$ cat src/hdl/btv_pkg.sv
// ----------------------------------------------------------------------------
// Ballot tally package
// Sizes, payload structs, status codes and controller/datapath links.
// ----------------------------------------------------------------------------
package btv_pkg;

    // Store sizes
    localparam int MAX_CANDS   = 32;
    localparam int MAX_BALLOTS = 1024;

    // Derived store widths
    localparam int CAND_AW = $clog2(MAX_CANDS);
    localparam int VID_AW  = $clog2(MAX_BALLOTS);
    localparam int CC_W    = $clog2(MAX_CANDS + 1);
    localparam int VC_W    = $clog2(MAX_BALLOTS + 1);
    localparam int SCAN_W  = (VC_W > CC_W) ? VC_W : CC_W;

    // Fixed field widths
    localparam int NUM_W       = 32;
    localparam int ID_W        = 37;
    localparam int LEN_W       = 6;
    localparam int SLOT_W      = 5;
    localparam int CNT_W       = 11;
    localparam int TOTAL_W     = 11;
    localparam int REG_TOTAL_W = 6;

    localparam logic [LEN_W-1:0] ID_DIGITS = LEN_W'(11);

    typedef enum logic {
        OP_REGISTER = 1'b0,
        OP_VOTE     = 1'b1
    } t_opcode;

    typedef enum logic [2:0] {
        ST_OK        = 3'd0,
        ST_CAND_FULL = 3'd1,
        ST_NOT_POS   = 3'd2,
        ST_TAKEN     = 3'd3,
        ST_BOX_FULL  = 3'd4,
        ST_BAD_LEN   = 3'd5,
        ST_VOTED     = 3'd6,
        ST_NO_CAND   = 3'd7
    } t_status;

    typedef struct packed {
        t_opcode                  opcode;
        logic signed [NUM_W-1:0]  candidate_number;
        logic [ID_W-1:0]          voter_id;
        logic [LEN_W-1:0]         voter_id_length;
    } t_in;

    typedef struct packed {
        t_status                  status;
        logic [SLOT_W-1:0]        candidate_slot;
        logic [CNT_W-1:0]         slot_vote_count;
        logic [TOTAL_W-1:0]       ballot_total;
        logic [REG_TOTAL_W-1:0]   registered_total;
    } t_out;

    // Controller to datapath
    typedef struct packed {
        logic    latch;
        logic    scan_start;
        logic    scan_cand;
        logic    scan_run;
        logic    set_err;
        t_status err_code;
        logic    reg_ok;
        logic    vote_ok;
        logic    load_out;
    } t_cmd;

    // Datapath to controller
    typedef struct packed {
        t_opcode op;
        logic    cand_full;
        logic    not_pos;
        logic    box_full;
        logic    bad_len;
        logic    scan_done;
        logic    scan_hit;
        logic    out_free;
    } t_sts;

endpackage

$ cat src/hdl/btv_ctrl.sv
// ----------------------------------------------------------------------------
// Ballot tally controller
// Sequences checks, table scans and store updates for one request.
// ----------------------------------------------------------------------------
module btv_ctrl import btv_pkg::*; (
    input  logic i_clk,
    input  logic i_rst_n,
    input  logic i_in_valid,
    output logic o_in_stall,
    input  t_sts i_sts,
    output t_cmd o_cmd
);

    typedef enum logic [2:0] {
        S_IDLE,
        S_CHECK,
        S_SCAN_ID,
        S_SCAN_CAND,
        S_VOTE_RD,
        S_VOTE_WR,
        S_FINISH
    } t_state;

    t_state r_state, n_state;
    logic   r_in_stall;
    t_cmd   n_cmd;

    always_comb begin
        n_state = r_state;
        n_cmd   = '0;
        case (r_state)
            S_IDLE: begin
                if (i_in_valid) begin
                    n_cmd.latch = 1'b1;
                    n_state     = S_CHECK;
                end
            end
            S_CHECK: begin
                if (i_sts.op == OP_REGISTER) begin
                    if (i_sts.cand_full) begin
                        n_cmd.set_err  = 1'b1;
                        n_cmd.err_code = ST_CAND_FULL;
                        n_state        = S_FINISH;
                    end else if (i_sts.not_pos) begin
                        n_cmd.set_err  = 1'b1;
                        n_cmd.err_code = ST_NOT_POS;
                        n_state        = S_FINISH;
                    end else begin
                        n_cmd.scan_start = 1'b1;
                        n_cmd.scan_cand  = 1'b1;
                        n_state          = S_SCAN_CAND;
                    end
                end else begin
                    if (i_sts.box_full) begin
                        n_cmd.set_err  = 1'b1;
                        n_cmd.err_code = ST_BOX_FULL;
                        n_state        = S_FINISH;
                    end else if (i_sts.bad_len) begin
                        n_cmd.set_err  = 1'b1;
                        n_cmd.err_code = ST_BAD_LEN;
                        n_state        = S_FINISH;
                    end else begin
                        n_cmd.scan_start = 1'b1;
                        n_state          = S_SCAN_ID;
                    end
                end
            end
            S_SCAN_ID: begin
                n_cmd.scan_run = 1'b1;
                if (i_sts.scan_done) begin
                    if (i_sts.scan_hit) begin
                        n_cmd.set_err  = 1'b1;
                        n_cmd.err_code = ST_VOTED;
                        n_state        = S_FINISH;
                    end else begin
                        n_cmd.scan_start = 1'b1;
                        n_cmd.scan_cand  = 1'b1;
                        n_state          = S_SCAN_CAND;
                    end
                end
            end
            S_SCAN_CAND: begin
                n_cmd.scan_run = 1'b1;
                if (i_sts.scan_done) begin
                    if (i_sts.op == OP_REGISTER) begin
                        if (i_sts.scan_hit) begin
                            n_cmd.set_err  = 1'b1;
                            n_cmd.err_code = ST_TAKEN;
                        end else begin
                            n_cmd.reg_ok = 1'b1;
                        end
                        n_state = S_FINISH;
                    end else if (i_sts.scan_hit) begin
                        n_state = S_VOTE_RD;
                    end else begin
                        n_cmd.set_err  = 1'b1;
                        n_cmd.err_code = ST_NO_CAND;
                        n_state        = S_FINISH;
                    end
                end
            end
            S_VOTE_RD: begin
                // vote count of the hit slot is read this cycle
                n_state = S_VOTE_WR;
            end
            S_VOTE_WR: begin
                n_cmd.vote_ok = 1'b1;
                n_state       = S_FINISH;
            end
            S_FINISH: begin
                if (i_sts.out_free) begin
                    n_cmd.load_out = 1'b1;
                    n_state        = S_IDLE;
                end
            end
            default: begin
                n_state = S_IDLE;
            end
        endcase
    end

    always_ff @(posedge i_clk) begin
        if (!i_rst_n) begin
            r_state    <= S_IDLE;
            r_in_stall <= 1'b0;
        end else begin
            r_state    <= n_state;
            r_in_stall <= (n_state != S_IDLE);
        end
    end

    assign o_in_stall = r_in_stall;
    assign o_cmd      = n_cmd;

endmodule

$ cat config.mk
export PLATFORM = sky130hd
export DESIGN_NAME = btv_ctrl
export DESIGN_NICKNAME = d
export VERILOG_FILES = /design/src/hdl/btv_pkg.sv /design/src/hdl/btv_ctrl.sv
export SDC_FILE = /design/constraint.sdc
export NUM_CORES = 1
export LEC_CHECK = 0
export BUFFER_PORTS_ARGS = -buffer_cell sky130_fd_sc_hd__clkbuf_2
export CAP_MARGIN = 20
export CORE_MARGIN = 8
export CORE_UTILIZATION = 24
export DETAILED_ROUTE_END_ITERATION = 6
export PLACE_DENSITY_LB_ADDON = 0.15
export SYNTH_ARGS = -nofsm -noshare
export SYNTH_HDL_FRONTEND = slang
export SYNTH_SLANG_ARGS = --single-unit
export TNS_END_PERCENT = 1
$ cat constraint.sdc
create_clock -name i_clk -period 1.9 [get_ports i_clk]
set_clock_uncertainty 0.15 [all_clocks]
set_input_delay 0.095 -clock i_clk [delete_from_list [all_inputs] [get_ports i_clk]]
set_output_delay 0.095 -clock i_clk [all_outputs]
set_load 0.02 [all_outputs]
# [Yosys cells after proc, flatten, opt, wreduce, memory -nomap -nowiden]
# Index checks and enable logic that the tools add are counted.
[totals] register_bits=4 latch_bits=0 ramBits=0 rom_bits=0 inputBits=11 output_inout_bits=12 elab_cells=54 n_memories=0
[classes] n_addsub=0 n_mul=0 div_mod_pow=0 magnitude_cmp=0 eq_ne=6 n_shift=0 n_mux=43 n_bitwise=0 n_reduce_logical=3
[ops] operator="2-to-1 mux 4 bit" n=10
[ops] operator="2-to-1 mux 3 bit" n=11
[ops] operator="case mux 3 bit (7 select lines)" n=1
[ops] operator="2-to-1 mux 1 bit" n=13
[ops] operator="case mux 4 bit (3 select lines)" n=1
[ops] operator="2-to-1 mux 2 bit" n=5
[ops] operator="== test 3 bit, second input constant" n=3
[ops] operator="== test 3 x 2 -> 1 bit, second input constant" n=2
[ops] operator="2-to-1 mux 5 bit" n=1
[ops] operator="case mux 2 bit (2 select lines)" n=1
[ops] operator="== test 3 x 1 -> 1 bit, second input constant" n=1
[ops] operator="zero test 3 bit" n=1
[ops] operator="nonzero test 3 bit" n=1
[ops] operator="OR reduction 2 bit" n=1

# [Depth between registers and ports, before layout]
# Gate-level depths: netlist of run 1.
[logic_depth] ltp_word=5 mapped_depth=5 mapped_depth_nobuf=4

# [Least setup slack after synthesis of run 1]
# No wires, ideal clock.
[synth_path] path_kind="register to register" from="register r_state[2]" to="register r_in_stall, in the netlist o_in_stall" setup_ns=0.060 t_arrival_ns=1.558 t_required_ns=1.690 slack_ns=0.132 stages_incl_launch_ff=5 path_buffers=0 synth_period_minus_slack_ns=1.768 path_cell_list="dfxtp_1 nand3b_2 o32ai_1 or3_1 a311o_1"
[synth_between] elab_chain_cells=3 elab_cells_between_ends=13 classes_between="6 x eq/ne; 5 x mux; 2 x reduce/logical"
[synth_rtl] element="start, declared" line="btv_ctrl.sv:24" rtl="t_state r_state, n_state;"
[synth_rtl] element="start signal, assigned" line="btv_ctrl.sv:127" rtl="r_state <= n_state;"
[synth_rtl] element="== test 3 bit, or another cell as far along" line="btv_ctrl.sv:31" rtl="case (r_state)"
[synth_rtl] element="case mux 3 bit (7 select lines) *" line="btv_ctrl.sv:31"
[synth_rtl] element="nonzero test 3 bit *" line="btv_ctrl.sv:128" rtl="r_in_stall <= (n_state != S_IDLE);"
[synth_rtl] element="end signal, assigned" line="btv_ctrl.sv:128"
[synth_rtl] element="end, declared" line="btv_ctrl.sv:25" rtl="logic r_in_stall;"
# Every way passes the cells marked *; elsewhere a longest branch is shown, timed or not.
# A chain may end at the register's enable or synchronous reset.

# [Final worst setup path of run 1]
[layout_path] from="register r_state[1]" to="register r_in_stall, in the netlist o_in_stall"
# Same word-level chain as after synthesis.

==> results of run 1 <==
-- synthesized netlist by cell type (2+ instances only) --
library cell / count
o21ai_0: 3
o32ai_1: 2
nand2_1: 4
buf_2: 3
nor2_1: 2
nor3_1: 4
a21oi_1: 3
inv_1: 2
ha_1: 3
or3_1: 2
nor2b_1: 2
dfxtp_1: 4
mux2i_1: 2
-- what timing repair did --
action | CTS | global route
endpoints found under the setup margin | 0 | 0
buffers inserted | 0 | 0
gates resized for setup | 0 | 0
hold buffers | 1 | 0
endpoints found under the hold margin | 3 | 0
-- cells by family (layout without fill, tap and decap cells) --
logic type / count (synthesis) / in the layout / share of synthesized area
compound gates: 17 / 17 / 0.287
buf+inv: 5 / 31 / 0.0533
mux: 2 / 2 / 0.0473
fa+ha+maj: 3 / 3 / 0.0888
flops: 4 / 4 / 0.189
simple gates: 23 / 23 / 0.334
-- sequential cells by signal, summed over array words and instances (netlist names) --
signal / flops
o_in_stall: 1
r_state: 3
-- cell type report --
class / instances / area, µm²
clock buffer: 3 / 22.5
fill: 186 / 1090
tap: 17 / 21.3
inverter: 2 / 7.51
sequential: 4 / 80.1
multi-input combinational: 45 / 320
timing repair buffer: 26 / 143
-- power by group --
group | leakage (nW) | switching [mW] | internal, mW | total (mW)
Combinational | 0.239 | 0.118 | 0.0832 | 0.201
Clock | 0.0138 | 0.0358 | 0.0707 | 0.107
Sequential | 0.0332 | 0.00888 | 0.0998 | 0.109
Total | 0.286 | 0.163 | 0.254 | 0.417
-- cells in the final DEF (no fill, tap or decap), types with 2 or more instances in the layout --
cell / netlist / routed
a21oi_1: 3 / 3
buf_4: 0 / 3
clkbuf_2: 0 / 22
clkbuf_4: 0 / 3
dfxtp_1: 4 / 4
ha_1: 3 / 3
inv_1: 2 / 2
mux2i_1: 2 / 2
nand2_1: 4 / 4
nor2_1: 2 / 2
nor2b_1: 2 / 2
nor3_1: 4 / 4
o21ai_0: 3 / 3
o32ai_1: 2 / 2
or3_1: 2 / 2
-- layer usage --
layer,track usage,part of all wire,routed length (µm),vias to the layer above
met2,0.121,0.48,619,16
li1,-,-,-,257
met3,0.0397,0.091,118,0
met4,0.0420,0,0,0
met1,0.0917,0.43,565,236
met5,0,0,0,-
-- stage by stage --
step           utilization  setup WS [ns]  cell area, µm²  hold slack [ns]
4_1_cts              0.352          0.114             594            0.159
5_1_grt              0.352         0.0320             594            0.198
6_report             0.352          0.123             594            0.166
2_1_floorplan            -          0.132             423           0.0881
3_3_place_gp         0.333          0.189             562            0.232
3_5_place_dp         0.333          0.137             562            0.234
-- path summary, 6_finish.rpt --
check | from | cells past startpoint | endpoint | slack, ns
max | r_state[1] | 4 | o_in_stall | 0.12
min | i_sts[0] | 4 | r_state[2] | 0.17
max reg2reg | r_state[1] | 4 | o_in_stall | 0.12
min reg2reg | r_state[2] | 3 | r_state[2] | 0.61
-- worst max-delay path, stage by stage (launching register included) --
cell	delay, ns
dfxtp_1	0.40
or3b_1	0.23
o32ai_1	0.13
or3_1	0.40
a311o_1	0.35
==> results.ini, run 1 <==
[timing]
period_needed_ns = 1.78
clock.fmax_mhz = 563
period_share = 0.935
setup_tns_ns = 0
finalMaxSlewViolations = 0
finalSetupViolCount = 0
rsz0062_at_grt = false
worst_pin_slew_ns = 0.332
finalHoldViolCount = 0
slew_headroom = 0.777

[run]
timing.max_cap.violations = 0

[critical_path]
required_ns = 1.86
end_kind = flop
critPathMaxFanout = 5
crit_path_start_kind = flop
worst-endpoint-arrival_ns = 1.74
path_class = reg2reg

[worst_hold_path]
hp-class = in2reg

[synth]
synth_edf_count = 0
ys_ff_latch = 4
synth_top_area_cell = dfxtp_1
syn_area_um2 = 423
async_flop_share = 0
netlist.area_leader.share = 0.189
ys_types = 31
syn_nets = 68
seq_area_frac_synth = 0.189
avgSynthCellArea_um2 = 7.83
netlist_top_cells_area = dfxtp_1, ha_1, mux2i_1, nor3_1, o32ai_1
dominantRegCellSynth = dfxtp_1
ys_warn_count = 0
syn_inst = 54

[grt]
grtUsageTotal = 0.0806
grt_max_degree = 15
grt_remaining_overflow = 0
antenna_found_initial = 0
grt_pass1_wl_um = 2180
grt_pass1_vias = 497

[cts]
cts_sinks = 4
cts-root-buf = clkbuf_4
clk_pin_slew_ns = 0.04
htree_levels = 1
cts_buffer_depth = 2
cts_inserted_buffers = 3
cts_tree = built
clock_latency_ns = 0.24

[floorplan]
design.core.area_mm2 = 0.00169
die_x_um = 58.0
start_util = 0.250
boundaryPins = 23
die_y_um = 58.0
die_area_mm2 = 0.00336
rows = 15

[placement]
place.gp.congestion = 0.762
portBuffers = 22
hpwl_um = 1030
dp_cells = 93

[drt]
wl_per_cell_um = 13.4
drcViolationCount = 0
ant_nets = 0
dr.first_iter.drc_count = 11
firstDrtPassIters = 4
vias_per_cell = 5.25
drt_wl_total_um = 1300
dr_total_vias = 509

[power_and_ir_drop]
leakage_nw = 0.286
powerDensity_mw_per_mm2 = 701
total_power_mw = 0.417
max-vdd-ir-drop_v = 0.000231

[final_layout]
fin_nets = 96
fin_cells = 97
diodes = 0
layout-drive-gt1-share = 0.363
syn2layout_area_growth_pct = 40.5

[status]
status = completed

Power figures use the tool's default switching activity.
==> run 2: changes to the inputs <==
- PLACE_DENSITY: not set -> 0.58
- PLACE_DENSITY_LB_ADDON: 0.15 -> not set
- TNS_END_PERCENT: 1 -> 20
==> run 2 against run 1 <==
Effect of this change: global-route usage fell by 0.40 points; combinational power is essentially flat; routed wire length fell by 4.4%; via count unchanged; register-to-register slack improved by 0.03 ns; critical path type is now reg2out; critical endpoint is now o_cmd[6]; largest cell class unchanged; largest power group unchanged.
==> results.ini, run 2 (synthesized netlist as in run 1, its figures left out) <==
[timing]
period_needed_ns = 1.76  ; -0.0121 ns
setup_tns_ns = 0  ; unchanged
slew_headroom = 0.800  ; +0.0236
worst_pin_slew_ns = 0.297  ; -0.0350 ns
whs_ns = 0.183  ; +0.0167 ns
rsz0062_at_grt = false
period_share = 0.929  ; -0.00635
finalSetupViolCount = 0  ; unchanged
clock.fmax_mhz = 567  ; +0.68%
finalHoldViolCount = 0  ; unchanged
finalMaxSlewViolations = 0  ; unchanged

[cts]
cts_buffer_depth = 2  ; unchanged
clock_latency_ns = 0.23  ; about the same
clk_pin_slew_ns = 0.04  ; about the same
htree_levels = 1  ; unchanged
cts_inserted_buffers = 3  ; unchanged
cts_sinks = 4  ; unchanged
cts-root-buf = clkbuf_4
cts_resized = 0  ; unchanged
cts_tree = built

[grt]
grt_remaining_overflow = 0  ; unchanged
grtUsageTotal = 0.0767  ; -0.00395
grt_pass1_wl_um = 2080  ; -4.8%
grt_max_degree = 15  ; unchanged
grt_pass1_vias = 498  ; +0.20%
antenna_found_initial = 0  ; unchanged

[critical_path]
worst-endpoint-arrival_ns = 1.52  ; -0.22 ns
end_kind = output pin
critPathMaxFanout = 5  ; unchanged
path_class = reg2out
required_ns = 1.65  ; -0.21 ns
crit_path_start = r_state[1]
r2r_start = r_state[1]
crit_path_start_kind = flop
r2r_slack_ns = 0.15  ; +0.03 ns

[final_layout]
syn2layout_area_growth_pct = 40.5  ; unchanged
layout-drive-gt1-share = 0.363  ; unchanged
multiInputGateArea_um2 = 320  ; unchanged
layout_common_cells = clkbuf_2, nand2_1, nor3_1, dfxtp_1
largest_reg_flops = 3  ; unchanged
fillers = 188  ; +1.1%
final_common_cell = clkbuf_2
fin_nets = 96  ; unchanged
diodes = 0  ; unchanged
top_register = r_state
regArea_um2 = 80.1  ; unchanged

[power_and_ir_drop]
max-vdd-ir-drop_v = 0.000298  ; +29%
powerDensity_mw_per_mm2 = 694  ; -1.1%
clkPwrFrac = 0.254  ; -0.002
combPwrFrac = 0.483  ; about the same
leakage_nw = 0.286  ; unchanged
p_sw_frac = 0.384  ; -0.00675
p_switching_mw = 0.158  ; -2.8%
power.share.sequential = 0.263  ; +0.002
total_power_mw = 0.412  ; -1.1%
p_int_mw = 0.254  ; about the same

[status]
status = completed

[drt]
vias_per_cell = 5.25  ; unchanged
ant_nets = 0  ; unchanged
drt_wl_total_um = 1250  ; -4.4%
drcViolationCount = 0  ; unchanged
dr.first_iter.drc_count = 9  ; -2
wl_per_cell_um = 12.8  ; -4.4%
firstDrtPassIters = 4  ; unchanged
dr_total_vias = 509  ; unchanged

[floorplan]
design.core.area_mm2 = 0.00169  ; unchanged
boundaryPins = 23  ; unchanged
die_x_um = 58.0  ; unchanged
start_util = 0.250  ; unchanged
rows = 15  ; unchanged
die_area_mm2 = 0.00336  ; unchanged
die_y_um = 58.0  ; unchanged

[worst_hold_path]
min_from = i_sts[0]
hp-class = in2reg

[placement]
portBuffers = 22  ; unchanged
place.gp.congestion = 0.791  ; +3.8%
hpwl_um = 1040  ; +1.2%

[run]
timing.max_cap.violations = 0  ; unchanged

## run 2: cell counts in the layout (fill, tap and decap cells not counted)
Identical to the previous run, type by type.
## run 2: repair_timing
| action | CTS | global route |
|---|---|---|
| setup endpoints to repair | 0 | 0 |
| hold endpoints to repair | 2 | 0 |
| buffers inserted | 0 | 0 |
| hold buffers | 1 | 0 |
## run 2: power by group through the flow
stage	combinational (mW)	sequential, mW	clock [mW]
floorplan	0.122	0.118	0
CTS	0.201	0.109	0.109
finish	0.199	0.108	0.105
detailed placement	0.199	0.109	0
global placement	0.199	0.110	0
global route	0.221	0.110	0.113
## run 2: metrics by stage
stage	instance area (µm²)	cells	utilization	setup slack [ns]
CTS	594	97	0.352	0.130
finish	594	97	0.352	0.136
floorplan	423	54	-	0.132
global placement	562	93	0.333	0.201
global route	594	97	0.352	0.0533
detailed placement	562	93	0.333	0.164
## run 2: worst paths after layout
kind / cells after the start / endpoint
hold / removal: 4 / r_state[2]
setup reg to reg: 4 / o_in_stall
hold reg to reg: 3 / r_state[2]
setup / recovery: 4 / o_cmd[6]
## run 2: cell type report
| class | count | share of cell area |
|---|---|---|
| inverter | 2 | 0.0126 |
| timing repair buffer | 26 | 0.240 |
| multi-input combinational | 45 | 0.539 |
| clock buffer | 3 | 0.0379 |
| sequential | 4 | 0.135 |
| tap | 17 | 0.0358 |
## run 2: layer usage
| layer | vias to the layer above | track usage | wire length [µm] |
|---|---|---|---|
| met5 | - | 0 | 0 |
| met4 | 0 | 0.0315 | 20 |
| met3 | 2 | 0.0243 | 92 |
| met2 | 15 | 0.119 | 563 |
| met1 | 226 | 0.0946 | 570 |
| li1 | 266 | - | - |
## run 2: worst max-delay path, stage by stage (launching register included)
cell      delay [ns]
dfxtp_1         0.33
or3b_1          0.46
a21o_1          0.21
o21ai_0         0.08
clkbuf_2        0.20
